--- src/rtl/dce_pkg.sv ---
// Shared types, codes and constants for the 2D color key DMA engine.
`timescale 1ns / 1ps
`default_nettype none

package dce_pkg;

	localparam int ADDR_W  = 32;
	localparam int COUNT_W = 16;
	localparam int DATA_W  = 64;
	localparam int IDX_W   = 3;
	localparam int OUT_W   = 136;

	typedef enum logic [1:0] {
		CMD_START   = 2'd0,
		CMD_ELEMENT = 2'd1,
		CMD_CLEAR   = 2'd2,
		CMD_NONE    = 2'd3
	} cmd_t;

	typedef enum logic [IDX_W-1:0] {
		REG_SRC_BASE  = 3'd0,
		REG_DST_BASE  = 3'd1,
		REG_XFER_CTL  = 3'd2,
		REG_EXTENT    = 3'd3,
		REG_SRC_STEPS = 3'd4,
		REG_DST_STEPS = 3'd5,
		REG_COLOR_KEY = 3'd6,
		REG_KEY_CTL   = 3'd7
	} reg_idx_t;

	typedef enum logic [1:0] {
		WIDTH_BYTE  = 2'd0,
		WIDTH_HALF  = 2'd1,
		WIDTH_WORD  = 2'd2,
		WIDTH_DWORD = 2'd3
	} width_code_t;

	localparam int CTL_IRQ_EN  = 18;
	localparam int CTL_TWO_D   = 19;
	localparam int CTL_SRC_INC = 16;
	localparam int CTL_DST_INC = 17;

	typedef struct packed {
		logic [31:0] src_base;
		logic [31:0] dst_base;
		logic [19:0] xfer_ctl;
		logic [31:0] extent;
		logic [63:0] src_steps;
		logic [63:0] dst_steps;
		logic [31:0] color_key;
		logic [4:0]  key_ctl;
	} cfg_t;

	typedef struct packed {
		logic              read_request;
		logic [31:0]       read_addr;
		logic [1:0]        read_width_code;
		logic              write_enable;
		logic [31:0]       write_addr;
		logic [DATA_W-1:0] write_data;
		logic [1:0]        write_width_code;
		logic              busy_res;
		logic              done_res;
		logic              irq_pending;
	} result_t;

	function automatic logic [DATA_W-1:0] width_mask(input logic [1:0] code);
		logic [DATA_W-1:0] m;
		case (code)
			WIDTH_BYTE:  m = 64'h0000_0000_0000_00ff;
			WIDTH_HALF:  m = 64'h0000_0000_0000_ffff;
			WIDTH_WORD:  m = 64'h0000_0000_ffff_ffff;
			WIDTH_DWORD: m = 64'hffff_ffff_ffff_ffff;
			default:     m = 64'hffff_ffff_ffff_ffff;
		endcase
		return m;
	endfunction

endpackage

`default_nettype wire

--- src/rtl/dce_cfg_regs.sv ---
// Configuration register file of the 2D color key DMA engine.
`timescale 1ns / 1ps
`default_nettype none

module dce_cfg_regs (
	input  wire logic                         clk,
	input  wire logic                         arst_n,
	input  wire logic                         cfg_wen,
	input  wire logic [dce_pkg::IDX_W-1:0]    cfg_index,
	input  wire logic [dce_pkg::DATA_W-1:0]   cfg_wdata,
	output dce_pkg::cfg_t                     cfg
);
	import dce_pkg::*;

	cfg_t cfg_q;

	always_ff @(posedge clk or negedge arst_n) begin
		if (!arst_n) begin
			cfg_q <= '0;
		end else if (cfg_wen) begin
			case (reg_idx_t'(cfg_index))
				REG_SRC_BASE:  cfg_q.src_base  <= cfg_wdata[31:0];
				REG_DST_BASE:  cfg_q.dst_base  <= cfg_wdata[31:0];
				REG_XFER_CTL:  cfg_q.xfer_ctl  <= cfg_wdata[19:0];
				REG_EXTENT:    cfg_q.extent    <= cfg_wdata[31:0];
				REG_SRC_STEPS: cfg_q.src_steps <= cfg_wdata;
				REG_DST_STEPS: cfg_q.dst_steps <= cfg_wdata;
				REG_COLOR_KEY: cfg_q.color_key <= cfg_wdata[31:0];
				REG_KEY_CTL:   cfg_q.key_ctl   <= cfg_wdata[4:0];
				default:       cfg_q <= cfg_q;
			endcase
		end
	end

	assign cfg = cfg_q;

endmodule

`default_nettype wire

--- src/rtl/dce_core.sv ---
// Transfer state and combinational element processing of the DMA engine.
`timescale 1ns / 1ps
`default_nettype none

module dce_core (
	input  wire logic                       clk,
	input  wire logic                       arst_n,
	input  wire dce_pkg::cfg_t              cfg,
	input  wire logic                       advance,
	input  wire logic [1:0]                 cmd,
	input  wire logic [dce_pkg::DATA_W-1:0] read_data,
	output dce_pkg::result_t                res
);
	import dce_pkg::*;

	logic [ADDR_W-1:0]  src_q, dst_q, src_n, dst_n;
	logic [COUNT_W-1:0] col_q, row_q, col_n, row_n;
	logic               busy_q, irq_q, busy_n, irq_n;

	logic               two_d, irq_en, start, elem, done, wen, keyed;
	logic [1:0]         sw, dw;
	logic [COUNT_W-1:0] xcount, ycount, lcount, col_inc, row_inc;
	logic [ADDR_W-1:0]  src_x, dst_x;
	logic [DATA_W-1:0]  value;
	logic [31:0]        key_mask;

	always_comb begin
		two_d   = cfg.xfer_ctl[CTL_TWO_D];
		irq_en  = cfg.xfer_ctl[CTL_IRQ_EN];
		sw      = cfg.xfer_ctl[13:12];
		dw      = two_d ? sw : cfg.xfer_ctl[15:14];
		xcount  = cfg.extent[COUNT_W-1:0];
		ycount  = cfg.extent[16 +: COUNT_W];
		lcount  = COUNT_W'(cfg.xfer_ctl[11:0]);
		start   = (cmd_t'(cmd) == CMD_START) && !busy_q;
		elem    = (cmd_t'(cmd) == CMD_ELEMENT) && busy_q;
		col_inc = col_q + COUNT_W'(1);
		row_inc = row_q + COUNT_W'(1);
		src_x   = src_q + ADDR_W'(cfg.src_steps[31:0]);
		dst_x   = dst_q + ADDR_W'(cfg.dst_steps[31:0]);
		value   = read_data & width_mask(sw);

		key_mask = {{8{cfg.key_ctl[4]}}, {8{cfg.key_ctl[3]}},
			{8{cfg.key_ctl[2]}}, {8{cfg.key_ctl[1]}}};
		keyed = cfg.key_ctl[0] && (((value[31:0] ^ cfg.color_key) & key_mask) == 32'd0);
		wen   = !keyed;

		src_n  = src_q;
		dst_n  = dst_q;
		col_n  = col_q;
		row_n  = row_q;
		busy_n = busy_q;
		irq_n  = irq_q;
		done   = 1'b0;

		if (start) begin
			src_n  = ADDR_W'(cfg.src_base);
			dst_n  = ADDR_W'(cfg.dst_base);
			col_n  = '0;
			row_n  = '0;
			busy_n = 1'b1;
			done   = two_d ? (xcount == '0 || ycount == '0) : (lcount == '0);
		end else if (elem) begin
			col_n = col_inc;
			if (two_d) begin
				src_n = src_x;
				dst_n = dst_x;
				if (col_inc == xcount) begin
					col_n = '0;
					src_n = src_x + ADDR_W'(cfg.src_steps[63:32]);
					dst_n = dst_x + ADDR_W'(cfg.dst_steps[63:32]);
					row_n = row_inc;
					done  = (row_inc == ycount);
				end
			end else begin
				if (cfg.xfer_ctl[CTL_SRC_INC]) begin
					src_n = src_q + (ADDR_W'(1) << sw);
				end
				if (cfg.xfer_ctl[CTL_DST_INC]) begin
					dst_n = dst_q + (ADDR_W'(1) << dw);
				end
				done = (col_inc == lcount);
			end
		end else if (cmd_t'(cmd) == CMD_CLEAR) begin
			irq_n = 1'b0;
		end

		if (done) begin
			busy_n = 1'b0;
			if (irq_en) begin
				irq_n = 1'b1;
			end
		end

		res.read_request     = busy_n;
		res.read_addr        = busy_n ? src_n[31:0] : 32'd0;
		res.read_width_code  = busy_n ? sw : 2'd0;
		res.write_enable     = elem && wen;
		res.write_addr       = elem ? dst_q[31:0] : 32'd0;
		res.write_data       = elem ? (value & width_mask(dw)) : '0;
		res.write_width_code = elem ? dw : 2'd0;
		res.busy_res         = busy_n;
		res.done_res         = done;
		res.irq_pending      = irq_n;
	end

	always_ff @(posedge clk or negedge arst_n) begin
		if (!arst_n) begin
			src_q  <= '0;
			dst_q  <= '0;
			col_q  <= '0;
			row_q  <= '0;
			busy_q <= 1'b0;
			irq_q  <= 1'b0;
		end else if (advance) begin
			src_q  <= src_n;
			dst_q  <= dst_n;
			col_q  <= col_n;
			row_q  <= row_n;
			busy_q <= busy_n;
			irq_q  <= irq_n;
		end
	end

endmodule

`default_nettype wire

--- src/rtl/dma_2d_color_key_engine_unit.sv ---
// Top level of the 2D color key DMA engine: stream ports and pipeline registers.
`timescale 1ns / 1ps
`default_nettype none

// One channel, linear or 2D, with color keying of destination writes. Every command
// transfer yields exactly one result transfer. A command is captured in an input
// register and processed in one pass (at most two chained 32-bit cursor adds and the
// end-of-row compare) into a result register, and one command is taken every cycle
// while the result side keeps up. The result register parts the two sides; tready
// on the command side follows the result side only when both registers are full.
// Configuration writes take effect the next cycle.

module dma_2d_color_key_engine_unit (
	input  wire logic                         clk,
	input  wire logic                         arst_n,
	input  wire logic                         cfg_wen,
	input  wire logic [dce_pkg::IDX_W-1:0]    cfg_index,
	input  wire logic [dce_pkg::DATA_W-1:0]   cfg_wdata,
	input  wire logic                         s_tvalid,
	output logic                              s_tready,
	// read_data[63:0]
	input  wire logic [63:0]                  s_tdata,
	// command[1:0]
	input  wire logic [1:0]                   s_tuser,
	output logic                              m_tvalid,
	input  wire logic                         m_tready,
	// read_request[0], read_addr[32:1], read_width_code[34:33], write_enable[35],
	// write_addr[67:36], write_data[131:68], write_width_code[133:132],
	// busy_res[134], irq_pending[135]
	output logic [dce_pkg::OUT_W-1:0]         m_tdata,
	// done_res
	output logic                              m_tlast
);
	import dce_pkg::*;

	cfg_t              cfg;
	result_t           res, res_q;
	logic              valid_s1, out_valid_q, advance;
	logic [1:0]        cmd_s1;
	logic [DATA_W-1:0] rdata_s1;

	assign advance  = valid_s1 && (!out_valid_q || m_tready);
	assign s_tready = !valid_s1 || advance;

	dce_cfg_regs u_cfg (
		.clk       (clk),
		.arst_n    (arst_n),
		.cfg_wen   (cfg_wen),
		.cfg_index (cfg_index),
		.cfg_wdata (cfg_wdata),
		.cfg       (cfg)
	);

	dce_core u_core (
		.clk       (clk),
		.arst_n    (arst_n),
		.cfg       (cfg),
		.advance   (advance),
		.cmd       (cmd_s1),
		.read_data (rdata_s1),
		.res       (res)
	);

	always_ff @(posedge clk or negedge arst_n) begin
		if (!arst_n) begin
			valid_s1 <= 1'b0;
		end else if (s_tready) begin
			valid_s1 <= s_tvalid;
		end
	end

	always_ff @(posedge clk) begin
		if (s_tready && s_tvalid) begin
			cmd_s1   <= s_tuser;
			rdata_s1 <= s_tdata;
		end
	end

	always_ff @(posedge clk or negedge arst_n) begin
		if (!arst_n) begin
			out_valid_q <= 1'b0;
		end else if (advance) begin
			out_valid_q <= 1'b1;
		end else if (m_tready) begin
			out_valid_q <= 1'b0;
		end
	end

	always_ff @(posedge clk) begin
		if (advance) begin
			res_q <= res;
		end
	end

	assign m_tvalid = out_valid_q;
	assign m_tlast  = res_q.done_res;
	assign m_tdata  = {res_q.irq_pending, res_q.busy_res, res_q.write_width_code,
		res_q.write_data, res_q.write_addr, res_q.write_enable,
		res_q.read_width_code, res_q.read_addr, res_q.read_request};

`ifndef SYNTH
	a_done_ends_busy: assert property (@(posedge clk) disable iff (!arst_n)
		m_tvalid && m_tlast |-> !res_q.busy_res)
		else $error("done result still reports busy");

	a_write_needs_transfer: assert property (@(posedge clk) disable iff (!arst_n)
		m_tvalid && res_q.write_enable && !m_tlast |-> res_q.busy_res)
		else $error("write outside of an active transfer");

	a_s1_holds: assert property (@(posedge clk) disable iff (!arst_n)
		valid_s1 && !advance |=> valid_s1 && $stable(cmd_s1))
		else $error("input register lost a pending command");
`endif

endmodule

`default_nettype wire

--- config.mk ---
export PLATFORM = sky130hd
export DESIGN_NAME = dma_2d_color_key_engine_unit
export DESIGN_NICKNAME = d
export VERILOG_FILES = /design/src/rtl/dce_pkg.sv /design/src/rtl/dce_cfg_regs.sv /design/src/rtl/dce_core.sv /design/src/rtl/dma_2d_color_key_engine_unit.sv
export SDC_FILE = /design/constraint.sdc
export NUM_CORES = 1
export LEC_CHECK = 0
export CAP_MARGIN = 40
export CELL_PAD_IN_SITES_DETAIL_PLACEMENT = 1
export CELL_PAD_IN_SITES_GLOBAL_PLACEMENT = 2
export CORE_MARGIN = 5
export CORE_UTILIZATION = 43
export DETAILED_ROUTE_END_ITERATION = 10
export DONT_BUFFER_PORTS = 1
export PLACE_DENSITY_LB_ADDON = 0.1
export SLEW_MARGIN = 20
export SYNTH_ARGS = -nofsm -noshare
export SYNTH_HDL_FRONTEND = slang
export SYNTH_SLANG_ARGS = --single-unit
--- constraint.sdc ---
create_clock -name clk -period 5.9 [get_ports clk]
set_input_delay 1.18 -clock clk [delete_from_list [all_inputs] [get_ports clk]]
set_output_delay 1.18 -clock clk [all_outputs]
set_load 0.1 [all_outputs]
==> run summary, run 1 <==
The first detailed-routing pass took 6 iterations. The maximum root-to-sink buffer count is 3. The critical path goes through ha_1, fa_1, a21o_1, a21oi_2, o21bai_1, a21o_1, a21boi_1, buf_4, o31ai_1, a21oi_1, xnor2_1, ha_2, a21o_1, a211o_1, a211oi_2, o211a_1, o21ai_0, and3_1, o21ai_2, xnor2_2, xnor2_1, a211oi_2, nor2_1, a311oi_1. The sequential area share after synthesis is 47.6%.

Ranked by total cell area, the synthesized netlist is headed by sky130_fd_sc_hd__dfrtp_1 29%, sky130_fd_sc_hd__edfxtp_1 18%, sky130_fd_sc_hd__mux2_2 9.7%, sky130_fd_sc_hd__ha_1 5.3%, sky130_fd_sc_hd__xnor2_1 4.2%. IR analysis of the VDD net gives a maximum drop of 0.269 mV. The global-route wire length before repair is 174,000 um. The most used flip-flop cell after synthesis is sky130_fd_sc_hd__dfrtp_1. The number of warning messages in the yosys log came out at 0. The cell area that synthesis handed to floorplanning was 0.0328 mm2. The initial antenna violation count came out at 20. The total design power came out at 22.2 mW. The horizontal die dimension is 286 um. The pin slew with the least headroom to its limit is 981 ps.

The core area came out at 0.0758 mm2. The number of I/O pins is 277. In this run the worst hold path is classified as in2async. The critical path endpoint category is a register. The finished cells cover 0.0389 mm2. TritonCTS built the clock tree.

The global route total overflow is 0. The share of the synthesized area in the top cell type came out at 29.1%. The number of buffers and inverters on the critical path is 1. Of the cells placed in the final design, the portion with a size suffix greater than 1 is 18.9%. In this run, the number of DRC markers left after iteration 0 of detailed routing was 1,694. Global routing used 27.5% of the available tracks. In this run the worst path has a maximum fanout of 6. Entering global routing, the biggest net connects 382 pins. The final wirelength is 116,000 um. The setup clock skew after layout is 30.1 ps. The H-tree generated during clock tree synthesis spans 3 levels.

The arrival time reported for the critical path endpoint came out at 6070 ps. The count of pins over their slew limit came to 0. The synthesis-to-finish area growth came out at 18.5%. Across the run, the number of max-cap violations was 0. The number of failing hold endpoints at the final stage is 0.

The fraction of registers with async set or reset after synthesis is 65.4%. The root buffer cell chosen for the clock tree is sky130_fd_sc_hd__clkbuf_16. On the critical path, the stage with the largest delay is an instance of sky130_fd_sc_hd__dfrtp_1. The port buffer count came out at 0. For this design, the CTS-stage hold fixing added 0 buffers.

The initial utilization of the core area, before any placement, comes to 43.3%. The clock latency reported for the late side of the worst-skew pair is 640 ps. For the worst setup path, the data required time is 6360 ps. The startpoint type of the worst setup path is a register. The post-detailed-route via-to-cell ratio is 6.02. The mean instance size in the synthesized netlist is 10.6 um2. Setup violations remaining at the end of the flow were counted as 0.

The tightest hold path in the finished design has a slack of 268 ps. By startpoint and endpoint, the worst setup path is classified as reg2reg. The number of stages on the worst setup path came out at 24. In this design, the largest share of critical-path delay is due to compound AO/OA/AOI/OAI gates. The mean routed wirelength per cell came out at 27.4 um. The number of distinct library cells after synthesis is 90. The net total in the final layout came out at 3,473. The count of vias placed by the detailed router is 25,446.

The clock-pin slew of the registers on the worst-case setup and hold paths is 60 ps. The synthesized design contains 202 enable-type register cells. sky130_fd_sc_hd__dfrtp_1 takes more of the synthesized area than any other cell. The floorplan step defined a die boundary enclosing 0.0819 mm2. The number of cell instances on the worst register-to-register path came out at 24. The number of rows in the core area came out at 101. In this run the cell area measured after placement is 0.0360 mm2. The detailed placement HPWL is 82,600 um. The worst setup slack for register-to-register paths is 280 ps. The ratio of final minimum period to clock period came out at 95.2%. Routability-driven placement finished with a final weighted congestion of 0.899. sky130_fd_sc_hd__dfrtp_1 is the most common cell in the netlist. The total power divided by cell area came out at 570 mW/mm2. The vertical die dimension came out at 286 um.

The area occupied by multi-input gates came out at 0.0166 mm2. Ranked by instance count, the synthesized netlist is headed by 381 x sky130_fd_sc_hd__dfrtp_1, 282 x sky130_fd_sc_hd__mux2_2, 267 x sky130_fd_sc_hd__nand2_1, 212 x sky130_fd_sc_hd__o21ai_0, 202 x sky130_fd_sc_hd__edfxtp_1. The DRC violation count after routing came out at 0. The worst stage delay on the critical path is 430 ps. The count of nets left with antenna violations after detail routing is 0. The area taken by flip-flops and latches is 0.0156 mm2. The highest attainable clock frequency is 0.178 GHz. The flow ran to the end, and the final reports show no timing, DRC or antenna violations.

The core occupancy in the finished layout is 51.3%. The final critical-path required period is 5620 ps. Counting stages on the worst path, the most repeated cell is sky130_fd_sc_hd__a21o_1.

The number of global-route vias before repair came out at 27,135. Synthesis inferred 583 register bits. The number of nets produced by synthesis is 3,382. The relative slew slack is 34.6%. The number of instances in the synthesized netlist is 3,098. The number of clock buffers inserted by TritonCTS is 70. The CTS sink count came out at 583.

Setup repair after global routing left no endpoint under its margin. In this run the static leakage power is 16.0 nW. The total of fill cells in the finished design came out at 7,970.
state kept, by name, summed over array words and instances, names as in the netlist:
name / count
u_core.busy_q: 1
u_core.irq_q: 1
m_tvalid: 1
rdata_s1: 64
valid_s1: 1
u_core.row_q: 16
u_core.dst_q: 32
m_tlast: 1
m_tdata: 135
u_cfg.cfg: 281
u_core.src_q: 32
cmd_s1: 2
u_core.col_q: 16
where the power goes:
| group | switching, mW | internal (mW) |
|---|---|---|
| clock | 1.90 | 2.63 |
| sequential | 1.13 | 5.06 |
| combinational | 6.67 | 4.78 |
| total | 9.69 | 12.5 |
layout by cell type, fill, tap and decap left out, types with 40 or more instances in the layout:
cell type and instances:
sky130_fd_sc_hd__buf_16 54, sky130_fd_sc_hd__xnor2_1 157, sky130_fd_sc_hd__o21ai_0 207, sky130_fd_sc_hd__xor2_1 81, sky130_fd_sc_hd__a31oi_1 42, sky130_fd_sc_hd__nand2_1 266, sky130_fd_sc_hd__and3_1 59, sky130_fd_sc_hd__nor3_1 40
sky130_fd_sc_hd__edfxtp_1 202, sky130_fd_sc_hd__mux2_2 282, sky130_fd_sc_hd__nand3_1 71, sky130_fd_sc_hd__a21o_1 77, sky130_fd_sc_hd__clkbuf_16 85, sky130_fd_sc_hd__and2_1 87, sky130_fd_sc_hd__dfrtp_1 380, sky130_fd_sc_hd__inv_1 43
sky130_fd_sc_hd__ha_1 139, sky130_fd_sc_hd__a21oi_1 189, sky130_fd_sc_hd__nor2_1 190, sky130_fd_sc_hd__buf_4 64
timing repair:
action,4_1_cts,5_1_grt
pin swaps,0,2
gates cloned,0,0
resized for setup,1,24
setup endpoints to repair,2,19
endpoints found under the hold margin,0,0
setup buffers,0,1
kinds of logic after synthesis:
logic type      share of synthesized area, %
simple gates                            13.1
buf+inv                                 2.32
compound gates                          14.8
mux                                     9.96
flops                                   47.6
xor+xnor                                6.54
fa+ha+maj                               5.71
final timing paths:
kind,endpoint,startpoint
worst max-delay path,m_tdata[32]$_SDFFCE_PN0P_,u_core.src_q[0]$_DFFE_PN0P_
worst min-delay path,u_core.dst_q[5]$_DFFE_PN0P_,arst_n
worst max register to register,m_tdata[32]$_SDFFCE_PN0P_,u_core.src_q[0]$_DFFE_PN0P_
worst min register to register,u_cfg.cfg[238]$_DFFE_PN0P_,u_cfg.cfg[238]$_DFFE_PN0P_
max in group asynchronous,u_cfg.cfg[268]$_DFFE_PN0P_,arst_n
min in group clk,u_cfg.cfg[238]$_DFFE_PN0P_,u_cfg.cfg[238]$_DFFE_PN0P_
routing by layer:
| metal | vias up | GRT usage, % | share of wire (%) |
|---|---|---|---|
| met3 | 147 | 4.04 | 5.4 |
| met2 | 711 | 46.5 | 48 |
| met5 | - | 0 | 0.011 |
| li1 | 11571 | - | - |
| met1 | 13015 | 37.4 | 44 |
| met4 | 2 | 6.67 | 2.4 |
per-stage QoR:
step | setup WS, ps | TNS, ps | instances
after floorplan | 805 | 0 | 3098
after global routing | 11.3 | 0 | 4227
after detailed placement | -33.0 | -37.4 | 4078
after global placement | 132 | 0 | 3988
final | 284 | 0 | 4230
after CTS | 0.998 | 0 | 4206
area by class of cell:
cell class	instances	share of cell area, %
antenna	7	0.0451
clock buffer	97	5.03
clock inverter	31	1.18
inverter	44	0.438
multi-input combinational	2322	42.7
sequential	583	40.1
tap	978	3.15
timing repair buffer	168	7.37
No activity file was read; power rests on OpenSTA's default activity.
==> inputs of run 2 (changes only) <==
- BUFFER_PORTS_ARGS: not set -> -buffer_cell sky130_fd_sc_hd__buf_2
- CORE_UTILIZATION: 43 -> 40
- DONT_BUFFER_PORTS: 1 -> not set
- RECOVER_POWER: not set -> 100
- clock period: 5.9 -> 6.2 ns (I/O delays scaled with it)
==> run summary, run 2 (synthesis gave the netlist of run 1 again) <==
The core area came out at 0.0817 mm2. The total routing resource utilization after global routing came out at 25.6%. The setup clock skew after layout came out at 30.3 ps.

The full die area is 0.0878 mm2. The pin count of the biggest net entering global routing is 103. The first detailed-routing pass took 5 iterations. The number of clock buffers inserted by TritonCTS is 71.

The share of cells above drive strength 1 is 17.1%. The highest attainable clock frequency is 0.169 GHz. The post-detailed-route via-to-cell ratio came out at 5.79. Measured on the finished design, the core utilization comes to 46.1%.

For met3 alone, demand over resource in global routing was 3.79%. The CTS sink count is 583. The path class of the tightest hold or removal check is reg2reg. The total of fill cells in the finished design is 9,059. The port buffer count is 276. Data arrives at the worst endpoint at 6350 ps.

During I/O placement, the number of pins put on the boundary was 277. The root buffer cell is sky130_fd_sc_hd__clkbuf_16. The final cell count without fillers came out at 4,493. The checks that failed: max-capacitance violations, max-slew violations. The global-route wire length before repair came out at 172,000 um. Counting both buffers and inverters, the worst setup path holds a total of 1. At the end of routability-driven placement, the weighted congestion stood at 0.894. The highest ir drop seen on vdd is 0.248 mV. The met2 demand-to-capacity share in global routing came out at 42.6%.

The critical path endpoint category is a register. The layer carrying the most global-route usage is met2. The worst path required time came out at 6640 ps. The run finished, with violations left. The worst stage delay on the critical path is 430 ps.

The later pin in the worst-skew pair is clocked with a latency of 630 ps. TritonCTS built the clock tree. The launching point of the worst reg2reg path is u_core.src_q[0]$_DFFE_PN0P_. The initial antenna violation count came out at 18. The cell count after placement is 4,355. The detailed placement HPWL is 84,100 um.

The count of nets left with antenna violations after detail routing is 0. The pin slew with the least headroom to its limit is 4750 ps. The global route total overflow is 0.

On the critical path the largest part of the delay comes from compound AO/OA/AOI/OAI gates. The total power divided by cell area is 547 mW/mm2. The worst setup path is launched from a register. Clock-pin slew was measured on the worst setup and hold paths at 60 ps. Compared with the post-synthesis result, the final layout area differs by 14.7%. The horizontal die dimension is 296 um. After detailed placement, the total cell area comes to 0.0356 mm2. The standby leakage power is 15.4 nW. The maximum root-to-sink buffer count is 3. The number of maximum-capacitance violations came out at 15. The slowest stage of the critical path is the sky130_fd_sc_hd__dfrtp_1 cell.

The worst path uses 95.2% of the clock period. With fillers left out, the area of the finished cells amounts to 0.0376 mm2. The highest net fanout along the worst path is 8. In this run, the number of DRC markers left after iteration 0 of detailed routing was 1,580. The library cells used most frequently in the layout, excluding fill and tap cells, are 380 x sky130_fd_sc_hd__dfrtp_1, 280 x sky130_fd_sc_hd__mux2_2, 267 x sky130_fd_sc_hd__nand2_1. The effective utilization at floorplan is 40.1%. The worst pin sits at a relative slew slack of -217%. The number of failing hold endpoints at the final stage was 0. The most critical setup path has its startpoint at u_core.src_q[0]$_DFFE_PN0P_. The final wirelength is 115,000 um. The H-tree depth is 3. The fraction of met1 tracks used by global routing came out at 35.6%.

In this run the most critical hold path is launched from u_core.row_q[15]$_DFFE_PN0P_. In this run the post-CTS setup repair buffer count came out at 0. The signal on the critical path passes through ha_1, fa_1, a21o_1, a21oi_1, o21bai_1, a21o_1, a21boi_1, buf_4, o21ai_0, a21oi_1, xnor2_1, ha_1, a21o_1, a21o_1, a211oi_1, o211a_1, o21ai_0, and3_1, o21ai_2, xnor2_2, xnor2_1, a211oi_2, nor2_1, a311oi_1. By instance count, the cell type seen most on the critical path is sky130_fd_sc_hd__a21o_1. The net count of the finished layout is 3,645.

The number of global-route vias before repair came to 27,399. The flip-flop count of the largest register, all copies and words added came out at 281. The final setup violation count came out at 0. The setup path with the least slack is of type reg2reg. The routed layout has 26,027 vias. The library cell used most frequently in the layout, excluding fill and tap cells, is sky130_fd_sc_hd__dfrtp_1. Dividing the detail-routed wire length by the instance count gives 25.6 um.

The number of rows in the core area came out at 105. The count of pins over their slew limit came out at 562. The final critical-path required period came out at 5900 ps. The vertical die dimension is 296 um. For this run, design rule violations remaining after detail routing come to 0.
-- run 2: routing by layer --
metal  share of wire, %  vias to the layer above
met3                5.6                      162
met1                 45                    13195
met5              0.011                        -
met4                2.4                        2
li1                   -                    11918
met2                 47                      750
-- run 2: tightest hold or removal path: stages (launching register included) --
cell and delay [ps]:
sky130_fd_sc_hd__dfrtp_1 360, sky130_fd_sc_hd__nand2_1 50, sky130_fd_sc_hd__nand2_1 50
-- run 2: through the flow --
stage / hold slack, ps / power, mW / setup WS, ps / TNS (ps)
final: 488 / 20.6 / 298 / 0
after global routing: 513 / 22.0 / -18.3 / -18.3
after CTS: 493 / 20.6 / 0.876 / 0
after detailed placement: 479 / 16.3 / 10.3 / 0
after global placement: 474 / 16.0 / 171 / 0
after floorplan: 457 / 13.4 / 1100 / 0
-- run 2: cell type report --
cell class	instances	area [um2]	share of cell area, %
diodes	3	7.51	0.0199
clock buffers	88	1860	4.94
inverters	44	173	0.459
multi-input cells	2322	16500	43.9
well taps	1070	1340	3.56
repair buffers	339	1630	4.33
flip-flops and latches	583	15600	41.5
clock inverters	44	519	1.38
-- run 2: power breakdown --
group	switching (mW)	internal, mW	total (mW)	leakage (nW)
Clock	1.81	2.47	4.29	1.14
Combinational	6.54	4.12	10.7	7.64
Sequential	0.844	4.81	5.65	6.62
-- run 2: final timing paths --
path	end	slack (ps)	cells past startpoint
max in group asynchronous	u_cfg.cfg[87]$_DFFE_PN0P_	950	1
min reg2reg	u_core.row_q[15]$_DFFE_PN0P_	490	2
min in group asynchronous	u_core.dst_q[10]$_DFFE_PN0P_	2560	1
max reg2reg	m_tdata[32]$_SDFFCE_PN0P_	300	24
min	u_core.row_q[15]$_DFFE_PN0P_	490	2
max	m_tdata[32]$_SDFFCE_PN0P_	300	24
-- run 2: repair_timing --
action | CTS | global route
gates resized for setup | 0 | 9
hold buffers | 0 | 0
hold endpoints to repair | 0 | 0
endpoints found under the setup margin | 0 | 10
